--- src/hw/rtl/i2cm_pkg.sv ---
// i2cm_pkg: shared types and constants for the i2c master byte controller
// no dependencies; imported by the interfaces and every rtl module
`timescale 1ns / 1ps
`default_nettype none

package i2cm_pkg;

   // bus commands carried in func
   localparam logic [2:0] CMD_NONE  = 3'd0;
   localparam logic [2:0] CMD_START = 3'd1;
   localparam logic [2:0] CMD_STOP  = 3'd2;
   localparam logic [2:0] CMD_WRITE = 3'd3;
   localparam logic [2:0] CMD_READ  = 3'd4;

   // completion status codes
   localparam logic [1:0] STS_OK        = 2'd0;
   localparam logic [1:0] STS_NO_ACK    = 2'd1;
   localparam logic [1:0] STS_BUS_BUSY  = 2'd2;
   localparam logic [1:0] STS_START_ERR = 2'd3;

   // phase timer reset value
   localparam logic [15:0] PHASE_RESET = 16'd5;

   // one input word: a bus tick with optional command
   typedef struct packed {
      logic [2:0] func;
      logic [7:0] tx_byte;
      logic       send_ack;
      logic       sda_in;
   } req_data_type;

   // one result word
   typedef struct packed {
      logic       scl_level;
      logic       sda_level;
      logic       busy_res;
      logic       done_res;
      logic [1:0] status;
      logic [7:0] rx_byte;
      logic       cmd_rejected;
   } rsp_data_type;

endpackage

`default_nettype wire

--- src/hw/rtl/i2cm_if.sv ---
// i2cm_if: valid/ready channel interfaces for request and response words
// depends on i2cm_pkg
`timescale 1ns / 1ps
`default_nettype none

interface i2cm_req_if
   import i2cm_pkg::*;
   ();
   logic       valid;
   logic       ready;
   logic [2:0] func;
   logic [7:0] tx_byte;
   logic       send_ack;
   logic       sda_in;

   modport source (output valid, output func, output tx_byte, output send_ack,
                   output sda_in, input ready);
   modport sink   (input valid, input func, input tx_byte, input send_ack,
                   input sda_in, output ready);
endinterface

interface i2cm_rsp_if
   import i2cm_pkg::*;
   ();
   logic       valid;
   logic       ready;
   logic       scl_level;
   logic       sda_level;
   logic       busy_res;
   logic       done_res;
   logic [1:0] status;
   logic [7:0] rx_byte;
   logic       cmd_rejected;

   modport source (output valid, output scl_level, output sda_level, output busy_res,
                   output done_res, output status, output rx_byte,
                   output cmd_rejected, input ready);
   modport sink   (input valid, input scl_level, input sda_level, input busy_res,
                   input done_res, input status, input rx_byte,
                   input cmd_rejected, output ready);
endinterface

`default_nettype wire

--- src/hw/rtl/i2c_master_byte_controller.sv ---
// i2c_master_byte_controller: an accepted request word goes into the input register, then
// through the sequencer logic into the output register, which holds its response word.
// One word per cycle unless rsp_ch stalls; the sequencer state updates once per word.
// Synchronous active-high reset: bus lines released high, sequencer idle, status ok,
// phase_ticks back to 5, both pipeline registers empty.
`timescale 1ns / 1ps
`default_nettype none

module i2c_master_byte_controller
   import i2cm_pkg::*;
(
   input  wire logic        clock,
   input  wire logic        reset,
   i2cm_req_if.sink         req_ch,
   i2cm_rsp_if.source       rsp_ch,
   input  wire logic        csr_we,
   input  wire logic [15:0] csr_wdata
);

   logic          in_vld_ff,  in_vld_in;
   req_data_type  in_data_ff;
   logic          out_vld_ff, out_vld_in;
   rsp_data_type  out_data_ff;
   logic [15:0]   phase_ff;
   logic          advance;
   logic          req_fire;
   logic          tick_fire;
   req_data_type  req_word;
   rsp_data_type  core_result;

   // pipeline flow control
   assign advance      = !out_vld_ff || rsp_ch.ready;
   assign req_ch.ready = !in_vld_ff || advance;
   assign req_fire     = req_ch.valid && req_ch.ready;
   assign tick_fire    = in_vld_ff && advance;
   assign in_vld_in    = req_fire || (in_vld_ff && !advance);
   assign out_vld_in   = advance ? in_vld_ff : out_vld_ff;

   assign req_word.func     = req_ch.func;
   assign req_word.tx_byte  = req_ch.tx_byte;
   assign req_word.send_ack = req_ch.send_ack;
   assign req_word.sda_in   = req_ch.sda_in;

   // phase register
   always_ff @(posedge clock) begin
      if (reset) begin
         phase_ff <= PHASE_RESET;
      end else if (csr_we) begin
         phase_ff <= csr_wdata;
      end
   end

   // input register
   always_ff @(posedge clock) begin
      if (reset) begin
         in_vld_ff <= 1'b0;
      end else begin
         in_vld_ff <= in_vld_in;
      end
   end

   always_ff @(posedge clock) begin
      if (req_fire) begin
         in_data_ff <= req_word;
      end
   end

   // sequencer
   i2cm_core u_core (
      .clock       (clock),
      .reset       (reset),
      .tick_fire   (tick_fire),
      .tick_data   (in_data_ff),
      .phase_ticks (phase_ff),
      .result      (core_result)
   );

   // output register
   always_ff @(posedge clock) begin
      if (reset) begin
         out_vld_ff <= 1'b0;
      end else begin
         out_vld_ff <= out_vld_in;
      end
   end

   always_ff @(posedge clock) begin
      if (tick_fire) begin
         out_data_ff <= core_result;
      end
   end

   assign rsp_ch.valid        = out_vld_ff;
   assign rsp_ch.scl_level    = out_data_ff.scl_level;
   assign rsp_ch.sda_level    = out_data_ff.sda_level;
   assign rsp_ch.busy_res     = out_data_ff.busy_res;
   assign rsp_ch.done_res     = out_data_ff.done_res;
   assign rsp_ch.status       = out_data_ff.status;
   assign rsp_ch.rx_byte      = out_data_ff.rx_byte;
   assign rsp_ch.cmd_rejected = out_data_ff.cmd_rejected;

endmodule

`default_nettype wire

--- src/hw/rtl/i2cm_core.sv ---
// i2cm_core: command sequencer state and per-tick next-state / result logic
// depends on i2cm_pkg
`timescale 1ns / 1ps
`default_nettype none

module i2cm_core
   import i2cm_pkg::*;
(
   input  wire logic          clock,
   input  wire logic          reset,
   input  wire logic          tick_fire,
   input  wire req_data_type  tick_data,
   input  wire logic [15:0]   phase_ticks,
   output      rsp_data_type  result
);

   logic [2:0]  cmd_ff,    cmd_in;
   logic [2:0]  step_ff,   step_in;
   logic [15:0] tick_ff,   tick_in;
   logic [3:0]  bitc_ff,   bitc_in;
   logic [7:0]  shift_ff,  shift_in;
   logic        ack_ff,    ack_in;
   logic [1:0]  status_ff, status_in;
   logic        scl_ff,    scl_in;
   logic        sda_ff,    sda_in;
   logic [7:0]  rx_ff,     rx_in;
   logic        rejected;
   logic        done;
   logic [15:0] period_m1;
   logic        last_tick;

   // zero phase behaves as one tick
   assign period_m1 = (phase_ticks == 16'd0) ? 16'd0 : phase_ticks - 16'd1;

   // next state for one tick
   always_comb begin
      cmd_in    = cmd_ff;
      step_in   = step_ff;
      tick_in   = tick_ff;
      bitc_in   = bitc_ff;
      shift_in  = shift_ff;
      ack_in    = ack_ff;
      status_in = status_ff;
      scl_in    = scl_ff;
      sda_in    = sda_ff;
      rx_in     = rx_ff;
      rejected  = 1'b0;
      done      = 1'b0;
      last_tick = 1'b0;

      // command launch or rejection
      if (cmd_ff == CMD_NONE) begin
         if (tick_data.func >= CMD_START && tick_data.func <= CMD_READ) begin
            cmd_in   = tick_data.func;
            step_in  = 3'd0;
            tick_in  = 16'd0;
            bitc_in  = 4'd0;
            shift_in = (tick_data.func == CMD_WRITE) ? tick_data.tx_byte : 8'd0;
            if (tick_data.func == CMD_READ) begin
               ack_in = tick_data.send_ack;
            end
         end
      end else if (tick_data.func != CMD_NONE) begin
         rejected = 1'b1;
      end

      if (cmd_in != CMD_NONE) begin
         // line changes on the first tick of a step
         if (tick_in == 16'd0) begin
            case (cmd_in)
               CMD_START: begin
                  if (step_in == 3'd0) begin
                     scl_in = 1'b1;
                     sda_in = 1'b1;
                  end else begin
                     sda_in = 1'b0;
                  end
               end
               CMD_STOP: begin
                  if (step_in == 3'd0)      scl_in = 1'b0;
                  else if (step_in == 3'd1) sda_in = 1'b0;
                  else if (step_in == 3'd2) scl_in = 1'b1;
                  else                      sda_in = 1'b1;
               end
               CMD_WRITE: begin
                  if (step_in == 3'd0 || step_in == 3'd3 || step_in == 3'd6) scl_in = 1'b0;
                  else if (step_in == 3'd1) sda_in = shift_in[7];
                  else if (step_in == 3'd4) sda_in = 1'b1;
                  else                      scl_in = 1'b1;
               end
               CMD_READ: begin
                  if (step_in == 3'd0) begin
                     scl_in = 1'b0;
                     sda_in = 1'b1;
                  end else if (step_in == 3'd1 || step_in == 3'd4) begin
                     scl_in = 1'b1;
                  end else if (step_in == 3'd2 || step_in == 3'd5) begin
                     scl_in = 1'b0;
                  end else begin
                     sda_in = ~ack_in;
                  end
               end
               default: begin
               end
            endcase
         end

         // end of step: sample and advance
         last_tick = (tick_in >= period_m1);
         if (last_tick) begin
            tick_in = 16'd0;
            case (cmd_in)
               CMD_START: begin
                  if (step_in == 3'd0 && !tick_data.sda_in) begin
                     status_in = STS_BUS_BUSY;
                     done      = 1'b1;
                  end else if (step_in == 3'd1 && tick_data.sda_in) begin
                     status_in = STS_START_ERR;
                     done      = 1'b1;
                  end else if (step_in >= 3'd2) begin
                     status_in = STS_OK;
                     done      = 1'b1;
                  end else begin
                     step_in = step_in + 3'd1;
                  end
               end
               CMD_STOP: begin
                  if (step_in >= 3'd3) begin
                     status_in = STS_OK;
                     done      = 1'b1;
                  end else begin
                     step_in = step_in + 3'd1;
                  end
               end
               CMD_WRITE: begin
                  if (step_in == 3'd2) begin
                     shift_in = {shift_in[6:0], 1'b0};
                     bitc_in  = bitc_in + 4'd1;
                     step_in  = (bitc_in >= 4'd8) ? 3'd3 : 3'd0;
                  end else if (step_in == 3'd5) begin
                     status_in = tick_data.sda_in ? STS_NO_ACK : STS_OK;
                     step_in   = 3'd6;
                  end else if (step_in >= 3'd6) begin
                     done = 1'b1;
                  end else begin
                     step_in = step_in + 3'd1;
                  end
               end
               CMD_READ: begin
                  if (step_in == 3'd1) begin
                     shift_in = {shift_in[6:0], tick_data.sda_in};
                     bitc_in  = bitc_in + 4'd1;
                     step_in  = (bitc_in >= 4'd8) ? 3'd2 : 3'd0;
                  end else if (step_in >= 3'd5) begin
                     rx_in     = shift_in;
                     status_in = STS_OK;
                     done      = 1'b1;
                  end else begin
                     step_in = step_in + 3'd1;
                  end
               end
               default: begin
                  status_in = STS_OK;
                  done      = 1'b1;
               end
            endcase
            // finished command returns to idle
            if (done) begin
               cmd_in  = CMD_NONE;
               step_in = 3'd0;
            end
         end else begin
            tick_in = tick_in + 16'd1;
         end
      end
   end

   // result word for this tick
   always_comb begin
      result.scl_level    = scl_in;
      result.sda_level    = sda_in;
      result.busy_res     = (cmd_in != CMD_NONE);
      result.done_res     = done;
      result.status       = status_in;
      result.rx_byte      = rx_in;
      result.cmd_rejected = rejected;
   end

   // sequencer state registers
   always_ff @(posedge clock) begin
      if (reset) begin
         cmd_ff    <= CMD_NONE;
         step_ff   <= 3'd0;
         tick_ff   <= 16'd0;
         bitc_ff   <= 4'd0;
         shift_ff  <= 8'd0;
         ack_ff    <= 1'b0;
         status_ff <= STS_OK;
         scl_ff    <= 1'b1;
         sda_ff    <= 1'b1;
         rx_ff     <= 8'd0;
      end else if (tick_fire) begin
         cmd_ff    <= cmd_in;
         step_ff   <= step_in;
         tick_ff   <= tick_in;
         bitc_ff   <= bitc_in;
         shift_ff  <= shift_in;
         ack_ff    <= ack_in;
         status_ff <= status_in;
         scl_ff    <= scl_in;
         sda_ff    <= sda_in;
         rx_ff     <= rx_in;
      end
   end

endmodule

`default_nettype wire
--- src/flat_wrapper.sv ---
// flat-port wrapper written by rule: the top's interface ports become plain ports
module i2c_master_byte_controller_flat import i2cm_pkg::*;
  (clock, reset, csr_we, csr_wdata, req_ch_valid, req_ch_func, req_ch_tx_byte, req_ch_send_ack, req_ch_sda_in, req_ch_ready, rsp_ch_valid, rsp_ch_scl_level, rsp_ch_sda_level, rsp_ch_busy_res, rsp_ch_done_res, rsp_ch_status, rsp_ch_rx_byte, rsp_ch_cmd_rejected, rsp_ch_ready);
  i2cm_req_if req_ch_i ();
  i2cm_rsp_if rsp_ch_i ();
  input  wire logic clock;
  input  wire logic reset;
  input  wire logic csr_we;
  input  wire logic [15:0] csr_wdata;
  input wire logic [$bits(req_ch_i.valid)-1:0] req_ch_valid;
  input wire logic [$bits(req_ch_i.func)-1:0] req_ch_func;
  input wire logic [$bits(req_ch_i.tx_byte)-1:0] req_ch_tx_byte;
  input wire logic [$bits(req_ch_i.send_ack)-1:0] req_ch_send_ack;
  input wire logic [$bits(req_ch_i.sda_in)-1:0] req_ch_sda_in;
  output wire logic [$bits(req_ch_i.ready)-1:0] req_ch_ready;
  output wire logic [$bits(rsp_ch_i.valid)-1:0] rsp_ch_valid;
  output wire logic [$bits(rsp_ch_i.scl_level)-1:0] rsp_ch_scl_level;
  output wire logic [$bits(rsp_ch_i.sda_level)-1:0] rsp_ch_sda_level;
  output wire logic [$bits(rsp_ch_i.busy_res)-1:0] rsp_ch_busy_res;
  output wire logic [$bits(rsp_ch_i.done_res)-1:0] rsp_ch_done_res;
  output wire logic [$bits(rsp_ch_i.status)-1:0] rsp_ch_status;
  output wire logic [$bits(rsp_ch_i.rx_byte)-1:0] rsp_ch_rx_byte;
  output wire logic [$bits(rsp_ch_i.cmd_rejected)-1:0] rsp_ch_cmd_rejected;
  input wire logic [$bits(rsp_ch_i.ready)-1:0] rsp_ch_ready;
  assign req_ch_i.valid = req_ch_valid;
  assign req_ch_i.func = req_ch_func;
  assign req_ch_i.tx_byte = req_ch_tx_byte;
  assign req_ch_i.send_ack = req_ch_send_ack;
  assign req_ch_i.sda_in = req_ch_sda_in;
  assign req_ch_ready = req_ch_i.ready;
  assign rsp_ch_valid = rsp_ch_i.valid;
  assign rsp_ch_scl_level = rsp_ch_i.scl_level;
  assign rsp_ch_sda_level = rsp_ch_i.sda_level;
  assign rsp_ch_busy_res = rsp_ch_i.busy_res;
  assign rsp_ch_done_res = rsp_ch_i.done_res;
  assign rsp_ch_status = rsp_ch_i.status;
  assign rsp_ch_rx_byte = rsp_ch_i.rx_byte;
  assign rsp_ch_cmd_rejected = rsp_ch_i.cmd_rejected;
  assign rsp_ch_i.ready = rsp_ch_ready;
  i2c_master_byte_controller u_core (.clock(clock), .reset(reset), .req_ch(req_ch_i), .rsp_ch(rsp_ch_i), .csr_we(csr_we), .csr_wdata(csr_wdata));
endmodule
--- config.mk ---
export PLATFORM = sky130hd
export DESIGN_NAME = i2c_master_byte_controller_flat
export DESIGN_NICKNAME = d
export VERILOG_FILES = /design/src/hw/rtl/i2cm_pkg.sv /design/src/hw/rtl/i2cm_if.sv /design/src/hw/rtl/i2c_master_byte_controller.sv /design/src/hw/rtl/i2cm_core.sv /design/src/flat_wrapper.sv
export SDC_FILE = /design/constraint.sdc
export NUM_CORES = 1
export LEC_CHECK = 0
export BUFFER_PORTS_ARGS = -buffer_cell sky130_fd_sc_hd__buf_2
export CAP_MARGIN = 20
export CORE_ASPECT_RATIO = 0.75
export CORE_MARGIN = 5
export CORE_UTILIZATION = 30
export CTS_BUF_LIST = sky130_fd_sc_hd__clkbuf_16
export DETAILED_ROUTE_END_ITERATION = 8
export GPL_TIMING_DRIVEN = 0
export HOLD_SLACK_MARGIN = 0.12
export PLACE_DENSITY_LB_ADDON = 0.15
export SYNTH_ARGS = -nofsm -noshare
export SYNTH_HDL_FRONTEND = slang
export SYNTH_SLANG_ARGS = --single-unit
--- constraint.sdc ---
create_clock -name clock -period 3.7 [get_ports clock]
set_input_delay 0.185 -clock clock [delete_from_list [all_inputs] [get_ports clock]]
set_output_delay 0.185 -clock clock [all_outputs]
set_load 0.02 [all_outputs]
==> impl_metrics.tcl <==
set metrics [dict create \
    violations "negative setup slack" \
    synth-compound-area-share 0.2049 \
    synth_top_family_by_area "simple AND/OR/NAND/NOR gates" \
    grt_max_degree 25 \
    finalSetupViolCount 17 \
    numPortBuffers 48 \
    synth_edf_count 28 \
    vias 5574 \
    fin_ws_ns -0.03332 \
    fp.dieArea_mm2 0.02186 \
    hold_class "in2reg" \
    worst_clock_skew_ns 0.008821 \
    vias_per_cell 5.406 \
    muxShareOfSynthArea 0.06023 \
    clk_latency_ns 0.36 \
    path_clk_slew_ns 0.07 \
    track_usage 0.1711 \
    dp_cells 956 \
    fp-row-count 43 \
    whs_ns 0.1400 \
    hold_viol 0 \
    status "complete, but fails checks" \
    drt_iter0_drc 537 \
    root_buffer "clkbuf_16" \
    worstSetupStartpointType "flop" \
    fin_crit_ns 3.733 \
    synth-xor-area-share 0.02308 \
    start_util 0.3066 \
    gp_congestion 0.9169 \
    synth.avg_cell_area_um2 8.624 \
    async_flop_share 0 \
    wl_per_cell_um 19.00 \
    ys_seq_area_frac 0.3763 \
    synth_flop_cell "dfxtp_1" \
    worstMarginPinSlew_ns 0.8498 \
    final.period_utilization 1.009 \
    drtPass1Iterations 6 \
    yosys_warnings 0 \
    fmax_ghz 0.2679 \
    p_leak_uw 0.003006 \
    peakVddDrop_mv 0.1904 \
    yosys.area_share.simple 0.2280 \
    arrival_ns 3.98 \
    stdcell_count 1031 \
    cts_tree "yes" \
    power_uw 2487 \
    htree_levels 3 \
    antenna_found_initial 0 \
    grt_pass1_wl_um 29330 \
    antenna_left 0 \
    coreArea_mm2 0.01856 \
    die_x_um 169.1 \
    cp_max_fo 8 \
    synthAdderAreaFrac 0.05935 \
    drc_errors 0 \
    die_y_um 129.3 \
    maxSlewHeadroom 0.4297 \
    cts_buffer_depth 2 \
    ys_ff_latch 93 \
    dp_slack_ns -1.066 \
    synth_area_mm2 0.005692 \
    crit_path_end_kind "flop" \
    hpwl_um 13460 \
    p_per_area_mw_per_mm2 332.2 \
    nets 839 \
    clock-sinks 93 \
    numCtsBuffers 9 \
    criticalPathCategory "reg2reg" \
    drive_gt1_frac 0.2171 \
    critical_path_required_ns 3.95 \
    maxCapViolations 0 \
    rsz0062_at_grt "yes" \
    netlist_instances 660 \
    ioPinCount 51 \
    slew_violations 0 \
    synth_nets 721 \
    grt_pass1_vias 5298 \
    area_growth_syn_to_layout_pct 31.55 \
    routed_wl_um 19590 \
    ys_types 72 \
    grt.overflow.total 0 \
]
[cells in the final DEF (no fill, tap or decap), types with 4 or more instances in the layout]
master,Yosys,routed
clkbuf_1,24,16
nand2b_1,5,5
nor2_1,60,60
a21oi_1,39,35
xor2_1,10,10
buf_2,9,52
o21ai_1,7,18
dlygate4sd3_1,0,30
xnor2_1,5,5
o211ai_1,8,8
inv_1,24,25
a22o_1,9,9
ha_1,27,25
o21a_1,8,8
a22oi_1,7,7
nor4_1,9,5
and3_1,13,13
dfxtp_1,65,63
nor3b_1,5,5
buf_4,0,28
a31oi_1,8,8
clkbuf_16,0,12
o21ai_0,35,22
mux2_4,0,7
nor2b_1,5,4
nand3_1,32,29
nor3_1,14,11
nand4_1,14,14
and2_1,18,15
buf_6,3,11
a32o_1,4,4
edfxtp_1,28,28
mux2i_1,23,21
nand2_1,58,56
a21o_1,12,12
[layout make-up]
| type | instances | area [µm²] |
|---|---|---|
| multi-input cells | 503 | 3581 |
| diodes | 1 | 2.502 |
| well taps | 247 | 309.0 |
| clock inverters | 6 | 45.04 |
| fillers | 1844 | 11070 |
| clock buffers | 10 | 250.2 |
| plain buffers | 36 | 262.8 |
| repair buffers | 109 | 789.5 |
| inverters | 26 | 97.59 |
| flip-flops and latches | 93 | 2150 |
[critical path, cell delays in order (launching register included)]
cell	delay, ns
dfxtp_4	0.35
or4_4	0.55
nand4b_1	0.32
buf_6	0.22
buf_4	0.15
nand2_2	0.08
ha_4	0.20
o21ai_1	0.09
o21ai_1	0.09
a221o_1	0.38
a311o_2	0.45
nand2b_1	0.12
buf_6	0.16
mux2_4	0.32
a21o_1	0.15
[registers in the layout, indices dropped and copies added, names as in the netlist, 2 cells and up]
signal and cells:
u_core.u_core.cmd_ff 3, u_core.rsp_ch.status 2, u_core.phase_ff 16, u_core.u_core.bitc_ff 4, u_core.u_core.rx_ff 8, u_core.rsp_ch.rx_byte 8, u_core.u_core.status_ff 2, u_core.in_data_ff 13
u_core.u_core.shift_ff 8, u_core.u_core.step_ff 3, u_core.u_core.tick_ff 16
[through the flow]
stage / TNS, ns / utilization / area, µm²
3_5_place_dp: -46.42 / 0.3370 / 6255
6_report: -0.4043 / 0.4034 / 7487
2_1_floorplan: 0 / - / 5699
5_1_grt: -3.705 / 0.4032 / 7485
4_1_cts: 0 / 0.3846 / 7138
3_3_place_gp: -54.91 / 0.3366 / 6248
[metal layers]
| layer | wire length (µm) | part of all wire | track usage | vias to the layer above |
|---|---|---|---|---|
| li1 | - | - | - | 2672 |
| met2 | 8478 | 0.43 | 0.2516 | 179 |
| met1 | 9555 | 0.49 | 0.2590 | 2699 |
| met4 | 231 | 0.012 | 0.03455 | 0 |
| met3 | 1323 | 0.068 | 0.03599 | 24 |
| met5 | 0 | 0 | 0 | - |
[cell families (layout without fill, tap and decap cells)]
logic type,count (synthesis),in the layout
AO/OA/AOI/OAI,174,174
XOR/XNOR,15,15
buffers and inverters,64,187
flip-flops,93,93
adder cells (fa/ha/maj),27,27
AND/OR/NAND/NOR,254,254
other,0,1
multiplexers,33,33
[power breakdown]
group / internal (µW) / switching, µW / total (µW)
Clock: 502 / 436 / 938
Sequential: 1080 / 28.9 / 1110
Combinational: 179 / 257 / 436
Total: 1770 / 721 / 2490
[repair_timing]
action,CTS,global route
pin swaps,7,20
hold endpoints to repair,30,0
hold buffers,30,0
buffers inserted,15,13
resized for setup,42,71
endpoints found under the setup margin,60,57
gates cloned,0,2
[cell usage after synthesis, types with 7 or more instances]
cell	number	area, µm²
ha_1	27	337.8
a21oi_1	39	195.2
a21o_1	12	90.09
o211ai_1	8	60.06
nand2_1	58	217.7
and3_1	13	81.33
nand4_1	14	87.58
nor2_1	60	225.2
buf_2	9	45.04
a31oi_1	8	50.05
inv_1	24	90.09
xor2_1	10	87.58
dfxtp_1	65	1301
a22oi_1	7	52.55
o21ai_1	7	35.03
o21ai_0	35	175.2
nand3_1	32	160.2
mux2_2	7	78.83
a22o_1	9	78.83
nor4_1	9	56.30
nor3_1	14	70.07
o21a_1	8	60.06
and2_1	18	112.6
edfxtp_1	28	840.8
clkbuf_1	24	90.09
mux2i_1	23	230.2
[worst paths after layout]
path,from,endpoint,slack [ns],cells after the start
worst max register to register,u_core.phase_ff[11],u_core.u_core.rx_ff[5],-0.03,14
worst min-delay path,rsp_ch_ready,u_core.rsp_ch.valid,0.14,4
worst max-delay path,u_core.phase_ff[11],u_core.u_core.rx_ff[5],-0.03,14
worst min register to register,u_core.u_core.shift_ff[4],u_core.u_core.shift_ff[4],0.47,2
Note: power is estimated with default switching activity, not from simulation.
